**src/design/llqm_pkg.sv**
```systemverilog
`timescale 1ns / 1ps

package llqm_pkg;

  // Default pool geometry
  localparam int NODE_COUNT_DEF  = 16;
  localparam int QUEUE_COUNT_DEF = 4;

  // Fixed port field widths
  localparam int REQ_W       = 2;
  localparam int NODE_IDX_W  = 4;
  localparam int QUEUE_IDX_W = 2;
  localparam int STATUS_W    = 2;

  typedef enum logic [REQ_W-1:0] {
    REQ_PUSH   = 2'd0,
    REQ_REMOVE = 2'd1,
    REQ_POP    = 2'd2
  } req_e;

  typedef enum logic [STATUS_W-1:0] {
    ST_DONE     = 2'd0,
    ST_REJECTED = 2'd1,
    ST_EMPTY    = 2'd2
  } status_e;

  typedef enum logic [3:0] {
    S_CLEAR,
    S_IDLE,
    S_DISPATCH,
    S_PUSH_TAIL,
    S_PUSH_AFTER,
    S_PUSH_LINK,
    S_POP_HEAD,
    S_UNLINK_LINK,
    S_UNLINK_SELF,
    S_DONE
  } ctrl_state_e;

  // Datapath commands, one per cycle
  typedef enum logic [3:0] {
    OP_NONE,
    OP_CLEAR,
    OP_CAPTURE,
    OP_DISPATCH,
    OP_PUSH_TAIL,
    OP_PUSH_AFTER,
    OP_PUSH_LINK,
    OP_POP_HEAD,
    OP_UNLINK_LINK,
    OP_UNLINK_SELF,
    OP_LOAD_OUT
  } dp_op_e;

  typedef struct packed {
    logic clr_last;
    logic out_free;
    logic owned;
    logic head_empty;
    logic in_range;
    req_e req;
  } dp_status_t;

endpackage

```
**src/design/llqm_ctrl.sv**
```systemverilog
`timescale 1ns / 1ps

module llqm_ctrl
  import llqm_pkg::*;
(
  input  logic       clk_i,
  input  logic       rst_ni,
  input  logic       in_valid_i,
  output logic       in_ready_o,
  input  dp_status_t stat_i,
  output dp_op_e     op_o
);

  ctrl_state_e state_q, state_d;

  always_ff @(posedge clk_i or negedge rst_ni) begin
    if (!rst_ni) begin
      state_q <= S_CLEAR;
    end else begin
      state_q <= state_d;
    end
  end

  // Next state
  always_comb begin
    state_d = state_q;
    unique case (state_q)
      S_CLEAR: begin
        if (stat_i.clr_last) state_d = S_IDLE;
      end
      S_IDLE: begin
        if (in_valid_i) state_d = S_DISPATCH;
      end
      S_DISPATCH: begin
        if (!stat_i.in_range) begin
          state_d = S_DONE;
        end else begin
          unique case (stat_i.req)
            REQ_PUSH:   state_d = stat_i.owned ? S_DONE : S_PUSH_TAIL;
            REQ_REMOVE: state_d = S_UNLINK_LINK;
            REQ_POP:    state_d = S_POP_HEAD;
            default:    state_d = S_DONE;
          endcase
        end
      end
      S_PUSH_TAIL:   state_d = S_PUSH_AFTER;
      S_PUSH_AFTER:  state_d = S_PUSH_LINK;
      S_PUSH_LINK:   state_d = S_DONE;
      S_POP_HEAD: begin
        state_d = stat_i.head_empty ? S_DONE : S_UNLINK_LINK;
      end
      S_UNLINK_LINK: state_d = S_UNLINK_SELF;
      S_UNLINK_SELF: state_d = S_DONE;
      S_DONE: begin
        if (stat_i.out_free) state_d = S_IDLE;
      end
      default:       state_d = S_CLEAR;
    endcase
  end

  // Outputs
  always_comb begin
    in_ready_o = 1'b0;
    op_o       = OP_NONE;
    unique case (state_q)
      S_CLEAR: op_o = OP_CLEAR;
      S_IDLE: begin
        in_ready_o = 1'b1;
        if (in_valid_i) op_o = OP_CAPTURE;
      end
      S_DISPATCH:    op_o = OP_DISPATCH;
      S_PUSH_TAIL:   op_o = OP_PUSH_TAIL;
      S_PUSH_AFTER:  op_o = OP_PUSH_AFTER;
      S_PUSH_LINK:   op_o = OP_PUSH_LINK;
      S_POP_HEAD:    op_o = OP_POP_HEAD;
      S_UNLINK_LINK: op_o = OP_UNLINK_LINK;
      S_UNLINK_SELF: op_o = OP_UNLINK_SELF;
      S_DONE: begin
        if (stat_i.out_free) op_o = OP_LOAD_OUT;
      end
      default:       op_o = OP_NONE;
    endcase
  end

endmodule

```
**src/design/llqm_datapath.sv**
```systemverilog
`timescale 1ns / 1ps

module llqm_datapath
  import llqm_pkg::*;
#(
  parameter int NODE_COUNT  = NODE_COUNT_DEF,
  parameter int QUEUE_COUNT = QUEUE_COUNT_DEF
) (
  input  logic                   clk_i,
  input  logic                   rst_ni,
  input  dp_op_e                 op_i,
  output dp_status_t             stat_o,
  input  logic [REQ_W-1:0]       req_type_i,
  input  logic [NODE_IDX_W-1:0]  node_index_i,
  input  logic [QUEUE_IDX_W-1:0] queue_index_i,
  input  logic                   out_ready_i,
  output logic                   out_valid_o,
  output logic [STATUS_W-1:0]    status_o,
  output logic [NODE_IDX_W-1:0]  result_node_o,
  output logic                   node_valid_o
);

  localparam int LINK_TOTAL = NODE_COUNT + QUEUE_COUNT;
  localparam int LINK_W     = $clog2(LINK_TOTAL);
  localparam int NODE_W     = $clog2(NODE_COUNT);
  localparam int OWN_W      = $clog2(QUEUE_COUNT + 1);
  localparam logic [LINK_W-1:0] SENT_BASE = LINK_W'(NODE_COUNT);
  localparam logic [LINK_W-1:0] CLR_LAST  = LINK_W'(LINK_TOTAL - 1);

  // Link and owner stores
  logic [LINK_W-1:0] next_mem [LINK_TOTAL];
  logic [LINK_W-1:0] prev_mem [LINK_TOTAL];
  logic [OWN_W-1:0]  own_mem  [NODE_COUNT];

  logic [LINK_W-1:0] next_raddr, prev_raddr, next_waddr, prev_waddr;
  logic [LINK_W-1:0] next_wdata, prev_wdata;
  logic              next_we, prev_we, own_we;
  logic [NODE_W-1:0] own_waddr;
  logic [OWN_W-1:0]  own_wdata;
  logic [LINK_W-1:0] next_rdata_q, prev_rdata_q;
  logic [OWN_W-1:0]  own_rdata_q;

  // Captured request and work registers
  req_e                   req_q;
  logic [NODE_IDX_W-1:0]  node_q;
  logic [QUEUE_IDX_W-1:0] queue_q;
  logic [LINK_W-1:0]      a_q, b_q, v_q;
  logic [LINK_W-1:0]      clr_q;
  status_e                res_status_q;
  logic [NODE_IDX_W-1:0]  res_node_q;
  logic                   res_valid_q;

  // Output register
  logic                   out_valid_q;
  status_e                out_status_q;
  logic [NODE_IDX_W-1:0]  out_node_q;
  logic                   out_nvalid_q;

  logic              node_ok, queue_ok, in_range, head_empty, owned, out_free;
  logic [LINK_W-1:0] node_link, sent;

  assign node_ok    = 32'(node_q) < NODE_COUNT;
  assign queue_ok   = 32'(queue_q) < QUEUE_COUNT;
  assign node_link  = LINK_W'(node_q);
  assign sent       = SENT_BASE + LINK_W'(queue_q);
  assign head_empty = 32'(next_rdata_q) >= NODE_COUNT;
  assign owned      = own_rdata_q != '0;
  assign out_free   = !out_valid_q || out_ready_i;

  always_comb begin
    unique case (req_q)
      REQ_PUSH:   in_range = node_ok && queue_ok;
      REQ_REMOVE: in_range = node_ok;
      REQ_POP:    in_range = queue_ok;
      default:    in_range = 1'b0;
    endcase
  end

  assign stat_o = '{clr_last:   (clr_q == CLR_LAST),
                    out_free:   out_free,
                    owned:      owned,
                    head_empty: head_empty,
                    in_range:   in_range,
                    req:        req_q};

  // Store address and write selection
  always_comb begin
    next_raddr = '0;
    prev_raddr = '0;
    next_we    = 1'b0;
    prev_we    = 1'b0;
    own_we     = 1'b0;
    next_waddr = '0;
    prev_waddr = '0;
    next_wdata = '0;
    prev_wdata = '0;
    own_waddr  = '0;
    own_wdata  = '0;
    unique case (op_i)
      OP_CLEAR: begin
        next_we    = 1'b1;
        prev_we    = 1'b1;
        next_waddr = clr_q;
        prev_waddr = clr_q;
        next_wdata = clr_q;
        prev_wdata = clr_q;
        own_we     = 32'(clr_q) < NODE_COUNT;
        own_waddr  = NODE_W'(clr_q);
      end
      OP_DISPATCH: begin
        next_raddr = (req_q == REQ_POP) ? sent : node_link;
        prev_raddr = (req_q == REQ_PUSH) ? sent : node_link;
      end
      OP_PUSH_TAIL: begin
        next_raddr = prev_rdata_q;
      end
      OP_PUSH_AFTER: begin
        next_we    = 1'b1;
        prev_we    = 1'b1;
        next_waddr = node_link;
        prev_waddr = node_link;
        next_wdata = next_rdata_q;
        prev_wdata = a_q;
      end
      OP_PUSH_LINK: begin
        next_we    = 1'b1;
        prev_we    = 1'b1;
        next_waddr = a_q;
        prev_waddr = b_q;
        next_wdata = node_link;
        prev_wdata = node_link;
        own_we     = 1'b1;
        own_waddr  = NODE_W'(node_q);
        own_wdata  = OWN_W'(queue_q) + OWN_W'(1);
      end
      OP_POP_HEAD: begin
        next_raddr = next_rdata_q;
        prev_raddr = next_rdata_q;
      end
      OP_UNLINK_LINK: begin
        // splice neighbors around the victim
        next_we    = 1'b1;
        prev_we    = 1'b1;
        next_waddr = prev_rdata_q;
        prev_waddr = next_rdata_q;
        next_wdata = next_rdata_q;
        prev_wdata = prev_rdata_q;
      end
      OP_UNLINK_SELF: begin
        next_we    = 1'b1;
        prev_we    = 1'b1;
        next_waddr = v_q;
        prev_waddr = v_q;
        next_wdata = v_q;
        prev_wdata = v_q;
        own_we     = 1'b1;
        own_waddr  = NODE_W'(v_q);
      end
      default: begin
      end
    endcase
  end

  always_ff @(posedge clk_i) begin
    if (next_we) next_mem[next_waddr] <= next_wdata;
    if (prev_we) prev_mem[prev_waddr] <= prev_wdata;
    if (own_we)  own_mem[own_waddr]   <= own_wdata;
    next_rdata_q <= next_mem[next_raddr];
    prev_rdata_q <= prev_mem[prev_raddr];
    own_rdata_q  <= own_mem[NODE_W'(node_index_i)];
  end

  // Control registers
  always_ff @(posedge clk_i or negedge rst_ni) begin
    if (!rst_ni) begin
      clr_q       <= '0;
      out_valid_q <= 1'b0;
    end else begin
      if (op_i == OP_CLEAR) clr_q <= clr_q + LINK_W'(1);
      if (op_i == OP_LOAD_OUT) begin
        out_valid_q <= 1'b1;
      end else if (out_ready_i) begin
        out_valid_q <= 1'b0;
      end
    end
  end

  // Payload registers
  always_ff @(posedge clk_i) begin
    unique case (op_i)
      OP_CAPTURE: begin
        req_q   <= req_e'(req_type_i);
        node_q  <= node_index_i;
        queue_q <= queue_index_i;
      end
      OP_DISPATCH: begin
        res_status_q <= ST_DONE;
        res_node_q   <= '0;
        res_valid_q  <= 1'b0;
        v_q          <= node_link;
        if (req_q == REQ_REMOVE && node_ok) begin
          res_node_q  <= node_q;
          res_valid_q <= 1'b1;
        end
        if (req_q == REQ_PUSH && in_range && owned) res_status_q <= ST_REJECTED;
      end
      OP_PUSH_TAIL:  a_q <= prev_rdata_q;
      OP_PUSH_AFTER: b_q <= next_rdata_q;
      OP_POP_HEAD: begin
        if (head_empty) begin
          res_status_q <= ST_EMPTY;
        end else begin
          res_node_q  <= NODE_IDX_W'(next_rdata_q);
          res_valid_q <= 1'b1;
          v_q         <= next_rdata_q;
        end
      end
      OP_LOAD_OUT: begin
        out_status_q <= res_status_q;
        out_node_q   <= res_node_q;
        out_nvalid_q <= res_valid_q;
      end
      default: begin
      end
    endcase
  end

  assign out_valid_o   = out_valid_q;
  assign status_o      = out_status_q;
  assign result_node_o = out_node_q;
  assign node_valid_o  = out_nvalid_q;

  a_load_free: assert property (@(posedge clk_i) disable iff (!rst_ni)
    op_i == OP_LOAD_OUT |-> out_free)
    else $error("result loaded over an untaken word");

  a_after_tail: assert property (@(posedge clk_i) disable iff (!rst_ni)
    op_i == OP_PUSH_AFTER |-> $past(op_i) == OP_PUSH_TAIL)
    else $error("push link write without tail read");

  a_victim_node: assert property (@(posedge clk_i) disable iff (!rst_ni)
    op_i == OP_UNLINK_SELF |-> 32'(v_q) < NODE_COUNT)
    else $error("unlink target is a sentinel");

  a_fail_no_node: assert property (@(posedge clk_i) disable iff (!rst_ni)
    out_valid_q && out_status_q != ST_DONE |-> !out_nvalid_q)
    else $error("failed request returns a node");

endmodule

```
**src/design/linked_list_queue_manager_top.sv**
```systemverilog
`timescale 1ns / 1ps

// Channel  Handshake                  Payload
// in       in_valid_i / in_ready_o    req_type_i, node_index_i, queue_index_i
// out      out_valid_o / out_ready_i  status_o, result_node_o, node_valid_o
//
// One word at a time: a word is taken only once the one before has walked its
// steps, which follow the chain of dependent reads through the registered
// link stores (one read and one write per store and cycle).
// After reset a clearing pass over all NODE_COUNT + QUEUE_COUNT entries links
// every entry to itself; no word is taken during it.
// A finished result sits in the output register; the next word is accepted
// while it waits, and only the final load of that word stalls on out_ready_i.

module linked_list_queue_manager_top
  import llqm_pkg::*;
#(
  parameter int NODE_COUNT  = NODE_COUNT_DEF,
  parameter int QUEUE_COUNT = QUEUE_COUNT_DEF
) (
  input  logic                   clk_i,
  input  logic                   rst_ni,
  input  logic                   in_valid_i,
  output logic                   in_ready_o,
  input  logic [REQ_W-1:0]       req_type_i,
  input  logic [NODE_IDX_W-1:0]  node_index_i,
  input  logic [QUEUE_IDX_W-1:0] queue_index_i,
  output logic                   out_valid_o,
  input  logic                   out_ready_i,
  output logic [STATUS_W-1:0]    status_o,
  output logic [NODE_IDX_W-1:0]  result_node_o,
  output logic                   node_valid_o
);

  // Controller drives one command per cycle; datapath reports back
  dp_op_e     op;
  dp_status_t stat;

  llqm_ctrl u_ctrl (
    .clk_i      (clk_i),
    .rst_ni     (rst_ni),
    .in_valid_i (in_valid_i),
    .in_ready_o (in_ready_o),
    .stat_i     (stat),
    .op_o       (op)
  );

  llqm_datapath #(
    .NODE_COUNT  (NODE_COUNT),
    .QUEUE_COUNT (QUEUE_COUNT)
  ) u_datapath (
    .clk_i         (clk_i),
    .rst_ni        (rst_ni),
    .op_i          (op),
    .stat_o        (stat),
    .req_type_i    (req_type_i),
    .node_index_i  (node_index_i),
    .queue_index_i (queue_index_i),
    .out_ready_i   (out_ready_i),
    .out_valid_o   (out_valid_o),
    .status_o      (status_o),
    .result_node_o (result_node_o),
    .node_valid_o  (node_valid_o)
  );

endmodule

```
**config.mk**
```make
export PLATFORM = sky130hd
export DESIGN_NAME = linked_list_queue_manager_top
export DESIGN_NICKNAME = d
export VERILOG_FILES = /design/src/design/llqm_pkg.sv /design/src/design/llqm_ctrl.sv /design/src/design/llqm_datapath.sv /design/src/design/linked_list_queue_manager_top.sv
export SDC_FILE = /design/constraint.sdc
export NUM_CORES = 1
export LEC_CHECK = 0
export BUFFER_PORTS_ARGS = -buffer_cell sky130_fd_sc_hd__buf_2
export CAP_MARGIN = 20
export CORE_MARGIN = 2
export CORE_UTILIZATION = 35
export CTS_CLUSTER_SIZE = 16
export DETAILED_ROUTE_END_ITERATION = 7
export PLACE_DENSITY = 0.55
export SLEW_MARGIN = 30
export SYNTH_ARGS = -nofsm -noshare
export SYNTH_HDL_FRONTEND = slang
export SYNTH_HIERARCHICAL = 1
export SYNTH_SLANG_ARGS = --single-unit
```
**constraint.sdc**
```tcl
create_clock -name clk_i -period 6.8 [get_ports clk_i]
set_input_delay 0.68 -clock clk_i [delete_from_list [all_inputs] [get_ports clk_i]]
set_output_delay 0.68 -clock clk_i [all_outputs]
set_load 0.1 [all_outputs]
```
* After elaboration in Yosys (flattened, before gate mapping)
Memory sizes are Yosys's and may differ from the RTL's. A register that Yosys moved wholly into a read port is not among the register bits.
Cells that the tools add are included.
** Word-level totals
- Flip-flop bits (word level) :: 47
- Latch bits :: 0
- Memory bits (writable) :: 248
- Bits in read-only memories :: 0
- Bits of input ports :: 12
- Word-level logic and storage cells :: 109
- Memories :: 3
** Cells by class
- Add/subtract/negate cells :: 3
- $mul :: 0
- Divide/modulo/power cells :: 0
- Order comparisons :: 2
- Eq/ne operators :: 27
- Shift operators :: 0
- Multiplexer cells :: 42
- Bitwise logic cells :: 0
- Reductions and logical operators :: 17
** Memory list
- u_datapath.next_mem :: depth 20, width 5, read ports 1, clocked after Yosys merged registers in 1, wr ports 1, RTL line llqm_datapath.sv:31 : logic [LINK_W-1:0] next_mem [LINK_TOTAL];
- u_datapath.prev_mem :: depth 20, width 5, read ports 1, clocked after Yosys merged registers in 1, wr ports 1, RTL line llqm_datapath.sv:32 : logic [LINK_W-1:0] prev_mem [LINK_TOTAL];
- u_datapath.own_mem :: depth 16, width 3, read ports 1, clocked after Yosys merged registers in 1, wr ports 1, RTL line llqm_datapath.sv:33 : logic [OWN_W-1:0] own_mem [NODE_COUNT];
** Operators by type and width (number)
- one-hot mux 5 bit (5 select lines) :: 3
- one-hot mux 4 bit (10 select lines) :: 1
- 2-to-1 mux 4 bit :: 9
- one-hot mux 4 bit (9 select lines) :: 1
- equality test 4 x 3 -> 1 bit, second input constant :: 8
- one-hot mux 4 bit (3 select lines) :: 2
- equality test 4 bit, second input constant :: 5
- one-hot mux 5 bit (2 select lines) :: 2
- one-hot mux 5 bit (4 select lines) :: 1
- equality test 4 x 2 -> 1 bit, second input constant :: 4
- 2-to-1 mux 5 bit :: 3
- one-hot mux 5 bit (3 select lines) :: 1
- 2-to-1 mux 1 bit :: 12
- equality test 4 x 1 -> 1 bit, second input constant :: 2
- one-hot mux 4 bit (2 select lines) :: 1
- != test 2 bit, second input constant :: 3
- OR reduction 2 bit :: 3
- adder 5 x 1 -> 5 bit, second input constant :: 1
- adder 5 x 2 -> 5 bit, first input constant :: 1
- equality test 5 bit, second input constant :: 1
- greater-or-equal comparator 5 bit, second input constant :: 1
- < comparator 5 bit, second input constant :: 1
- OR reduction 5 bit :: 1
- zero test 4 bit :: 1
- other kinds (17) :: 23

* Logic depth before layout (Yosys ltp)
- Depth after elaboration :: 9
- Gate-level depth with buffers :: 18

* Hierarchy
Netlist, hierarchy kept.
** Modules (own cells, without submodules)
- llqm_datapath :: times used 1, cells an instance 834, area each 12731.0 sq um, sequential area each 8968.6 sq um
- llqm_ctrl :: times used 1, cells an instance 58, area each 454.2 sq um, sequential area each 100.1 sq um

* Worst setup path before layout
No wires, ideal clock.
- Path kind :: reg2reg
- Start point :: register u_datapath.out_valid_q, in the netlist u_datapath/out_valid_o
- End point :: memory u_datapath/prev_mem[0][3] (netlist name) (data pin)
- Arrival time :: 3.360 ns
- Slack :: 3.079 ns
- Cell stages (with the launch flop) :: 11
- Buffers on the path :: 3
- Clock period less this slack :: 3.721 ns
- Cell sequence :: dfrtp_1 > nand2b_1 > buf_4 > nand2_1 > o22a_1 > o22ai_1 > buf_2 > buf_2 > nor2b_1 > a32oi_1 > o21ai_0
** On the way
- Longest elaborated chain between the ends :: 6
- Elaborated cells on any way between the ends :: 10
** RTL lines
- start, declared :: RTL line llqm_datapath.sv:54 : logic out_valid_q;
- start signal, assigned :: RTL line llqm_datapath.sv:177 : out_valid_q <= 1'b0;
- start signal, assigned :: RTL line llqm_datapath.sv:181 : out_valid_q <= 1'b1;
- start signal, assigned :: RTL line llqm_datapath.sv:183 : out_valid_q <= 1'b0;
- zero test 1 bit * :: RTL line llqm_datapath.sv:68 : assign out_free = !out_valid_q || out_ready_i;
- logical OR 1 bit * :: RTL line llqm_datapath.sv:68
- net u_datapath.out_free :: RTL line llqm_datapath.sv:59 : logic node_ok, queue_ok, in_range, head_empty, owned, out_free;
- 2-to-1 mux 4 bit * :: RTL line llqm_ctrl.sv:79 : if (stat_i.out_free) op_o = OP_LOAD_OUT;
- one-hot mux 4 bit (10 select lines) * :: RTL line llqm_ctrl.sv:65 : unique case (state_q)
- net op[1] :: RTL line linked_list_queue_manager_top.sv:36 : dp_op_e op;
- equality test 4 bit, or another cell as far along :: RTL line llqm_datapath.sv:99 : unique case (op_i)
- one-hot mux 5 bit (5 select lines) * :: RTL line llqm_datapath.sv:99
- net u_datapath.prev_wdata[3] :: RTL line llqm_datapath.sv:36 : logic [LINK_W-1:0] next_wdata, prev_wdata;
- end, declared :: RTL line llqm_datapath.sv:32
The timed path passes the listed nets; every way through them passes the cells marked *.

* Final worst setup path
- Start point :: register u_ctrl.state_q[0]
- End point :: register u_datapath.prev_rdata_q[1], read port of u_datapath.prev_mem
** On the way
- Longest elaborated chain between the ends :: 4
- Elaborated cells on any way between the ends :: 14
** RTL lines
- start, declared :: RTL line llqm_ctrl.sv:14 : ctrl_state_e state_q, state_d;
- start signal, assigned :: RTL line llqm_ctrl.sv:20 : state_q <= state_d;
- equality test 4 bit, or another cell as far along :: RTL line llqm_ctrl.sv:65
- one-hot mux 4 bit (10 select lines) * :: RTL line llqm_ctrl.sv:65
- net op[2] :: RTL line linked_list_queue_manager_top.sv:36
- equality test 4 x 3 -> 1 bit or equality test 4 x 2 -> 1 bit (tied branches) :: RTL line llqm_datapath.sv:99
- one-hot mux 5 bit (2 select lines) * :: RTL line llqm_datapath.sv:99
- end, declared :: RTL line llqm_datapath.sv:40 : logic [LINK_W-1:0] next_rdata_q, prev_rdata_q;
Marks and branches as above.
A chain may end at the register's enable or synchronous reset.

==> qor.csv <==
stage,metric,value,unit
synthesis,synthCells,892,
cells_and_area,multi_input_area,0.00383,sq mm
synthesis,synth-simple-area-share,0.111,
synthesis,ys_types,77,
sta,timing.fmax,0.226,GHz
synthesis,synth_edf_count,285,
synthesis,yosysTopAreaCell,edfxtp_1,
placed_design,gp_congestion,0.897,
synthesis,ys.flop_type,edfxtp_1,
global_routing,grt_remaining_overflow,0,
detailed_routing,viasPerCell,5.33,
synthesis,synth_xor_area_frac,0.00332,
synthesis,yosys_warnings,6,
worst_hold_path,hp-start,req_type_i[1],
global_routing,grt_max_degree,32,
sta,finalClockSkew,0.0184,ns
global_routing,grt_usage,0.154,
die,fp.dieH,198,um
sta,worst_pin_slew,0.968,ns
cells_and_area,stdcell_area,0.0148,sq mm
sta,fin_hold_ws,0.294,ns
critical_path,crit_buf_inv,1,
cells_and_area,drive_above_1_share,0.141,
detailed_routing,remaining_drc_errors,0,
detailed_routing,firstDrtPassIters,5,
critical_path,critical-path-top-delay-family,simple AND/OR/NAND/NOR gates,
die,std_cell_rows,71,
clock_tree,cts-htree-levels,1,
synthesis,synthArstFlopShare,0.0325,
die,core,0.0374,sq mm
sta,period_share,0.652,
synthesis,yosysMostFrequentCell,edfxtp_1,
clock_tree,cts_tree,yes,
sta,max_slew_margin,0.350,
cells_and_area,num_antenna_cells,0,
die,ios,21,
synthesis,synth_top_family_by_area,simple AND/OR/NAND/NOR gates,
detailed_routing,postRouteAntennaNets,0,
synthesis,ys_seq_area_frac,0.688,
critical_path,worstPathArrival,4.89,ns
cells_and_area,fillers,3398,
synthesis,syn-cell-area,0.0132,sq mm
pwr,ir_drop,0.305,mV
clock_tree,clock_latency,0.57,ns
global_routing,grt_pass1_vias,7553,
cells_and_area,final-seq-area,0.00907,sq mm
pwr,netSwitchingPower,2680,uW
critical_path,timing.critical_path.from_type,flop,
die,die_width,198,um
synthesis,synth_fa_ha_area_frac,0.00474,
clock_tree,cts_buffer_depth,3,
global_routing,antenna_found_initial,0,
worst_hold_path,hold_path.class,input pin to flop,
placed_design,place_area,0.0138,sq mm
critical_path,reg2reg_from,u_ctrl/state_q[0]$_DFFE_PN0P_,
synthesis,synth_common_cells,"285 x edfxtp_1, 90 x nand2_1, 86 x nor2_1",
synthesis,synth_top_area_share,0.649,
placed_design,hpwlAfterDp,19900,um
clock_tree,cts_buffers,31,
pwr,p_leak,0.00488,uW
synthesis,synth.area.top_cells,"edfxtp_1 65%, mux4_2 5.5%, nand2_1 2.6%, nor2_1 2.4%, mux4_1 2.0%",
cells_and_area,layout.nets,930,
sta,hold_viol_final,0,
critical_path,cp-end-kind,flop,
pwr,internal_power,4600,uW
die,start_util,0.353,
sta,rsz0062_at_grt,no,
synthesis,muxShareOfSynthArea,0.0914,
pwr,powerDensity,494,mW/mm^2
clock_tree,clockRootBuffer,clkbuf_16,
flow_run,maxCapViolations,0,
clock_tree,clkSinkCount,308,
global_routing,grt_pass1_wl,46300,um
detailed_routing,num_vias,7726,
critical_path,crit_top_cell,nand2_1,
sta,slew_viol_final,0,
sta,setup-violations-final,0,
critical_path,slowest_delay,0.67,ns
critical_path,crit_required,7.26,ns
pwr,pwr-share-clk,0.226,
synthesis,synth_compound_area_frac,0.0798,
status,run_status,"complete, no violations",
critical_path,regToRegSetupSlack,2.37,ns
pwr,p_sw_frac,0.368,
detailed_routing,wirelength,30100,um
sta,period_minus_slack,4.43,ns
synthesis,syn_avg_cell_area,14.8,sq um
critical_path,worst-path-max-fanout,15,
synthesis,ys_ff_latch,308,
pwr,p_seq_frac,0.427,
critical_path,cp-startpoint,u_ctrl/state_q[0]$_DFFE_PN0P_,
critical_path,cp_cell_sequence,nand2_1 > xor2_1 > nor2_1 > nor2b_1 > nand3_2 > inv_2 > nand2_1 > o2bb2ai_1 > o21ai_0 > a311oi_1 > a211oi_1 > a31oi_1,
cells_and_area,syn_to_final_growth,12.0,%
critical_path,cp_slowest_cell,nor2_1,
detailed_routing,wire_per_inst,20.8,um
detailed_routing,drt-initial-drc-count,755,
clock_tree,clkTransAtPathRegs,0.07,ns
sta,tns,0,ns
die,die_area,0.0392,sq mm
critical_path,worstSetupPathType,flop to flop,
pwr,p_comb_frac,0.347,
synthesis,synth_nets,909,
placed_design,portBuffers,20,
-- per-layer routing --
metal | wire length [um] | vias up | GRT usage
li1 | - | 3510 | -
met1 | 13500 | 3899 | 0.216
met2 | 14300 | 263 | 0.251
met3 | 1490 | 54 | 0.0177
met4 | 816 | 0 | 0.0507
met5 | 0 | - | 0
-- cell families after synthesis --
| kind of cell | after synthesis |
|---|---|
| adder cells (fa/ha/maj) | 5 |
| XOR/XNOR | 5 |
| AND/OR/NAND/NOR | 302 |
| AO/OA/AOI/OAI | 152 |
| buffers and inverters | 57 |
| flip-flops | 308 |
| multiplexers | 63 |
-- area by class of cell --
cell class	count	share of cell area
Tap cell	511	0.0433
Clock inverter	20	0.0121
Timing Repair Buffer	34	0.0139
Inverter	11	0.00280
Sequential cell	308	0.614
Clock buffer	38	0.0543
Multi-Input combinational cell	527	0.259
-- layout by cell type, fill, tap and decap left out, types with 4 or more instances in the layout --
cell       Yosys  routed
a21o_1         4       4
nor2_1        86      85
and3_1         7       7
nand3_1       26      26
nor3b_1        6       6
buf_2         14      20
mux2_2         5       5
dfrtp_1       10      10
a21oi_1       30      30
buf_4         10      12
nand2b_1      18      18
ha_1           5       5
o21ai_1        2       4
a32oi_1        4       4
mux4_2        32      32
a31oi_1       11      11
nor3_1        21      20
edfxtp_1     285     285
clkinv_1       0       9
a211oi_1      15      15
clkbuf_1      16       7
mux4_1        10      10
o21ai_0       23      21
nand3b_1       5       5
inv_1         10      10
mux2i_1       15      15
dfxtp_1       13      13
nor2b_1        8       8
nand2_1       90      90
a22oi_1       17      17
clkbuf_16      0      31
clkinv_2       0       4
a311oi_1       5       5
o21a_1         9       8
and2_1         7       7
-- worst reg2reg max path, stage by stage, from the launching register on --
cell	delay (ns)
dfrtp_1	0.57
nand2_1	0.18
xor2_1	0.17
nor2_1	0.67
nor2b_1	0.64
nand3_2	0.28
inv_2	0.21
nand2_1	0.13
o2bb2ai_1	0.46
o21ai_0	0.18
a311oi_1	0.43
a211oi_1	0.14
a31oi_1	0.29
-- stage by stage --
stage               worst slack [ns]   util  std cells  power, uW
CTS                             2.37  0.395       1448       7340
finish                          2.37  0.395       1449       7290
global route                    1.96  0.395       1449       7670
floorplan                       3.08      -        892       4830
detailed placement              2.39  0.368       1389       5680
global placement                2.21  0.368       1389       5660
-- repair_timing --
item                                   in CTS  in global routing
endpoints found under the hold margin      10                  0
hold buffers                                1                  0
resized for setup                           0                  0
setup buffers                               0                  0
-- power groups by stage --
stage	Combinational (uW)	Sequential [uW]	Clock [uW]
2_1_floorplan	1800	3030	0
3_3_place_gp	2510	3150	0
3_5_place_dp	2530	3150	0
4_1_cts	2540	3110	1690
5_1_grt	2750	3160	1760
6_report	2530	3110	1650
-- path summary, 6_finish.rpt --
check	end	depth (start not counted)
setup reg to reg	u_datapath/prev_rdata_q[1]$_DFF_P_	12
hold / removal	u_datapath/req_q[1]$_DFFE_PN_	1
min in group asynchronous	u_datapath/clr_q[1]$_DFFE_PN0N_	2
setup / recovery	u_datapath/prev_rdata_q[1]$_DFF_P_	12
max in group asynchronous	u_ctrl/state_q[2]$_DFFE_PN0P_	2
hold reg to reg	u_datapath/result_node_o[0]$_DFFE_PP_	0
-- registers in the layout, indices dropped and copies added, names as in the netlist, 5 cells and up --
register                 count
u_datapath/prev_rdata_q      5
u_datapath/clr_q             5
u_datapath/next_mem        100
u_datapath/b_q               5
u_datapath/next_rdata_q      5
u_datapath/own_mem          48
u_datapath/a_q               5
u_datapath/prev_mem        100
u_datapath/v_q               5
Power figures use the tool's default switching activity.
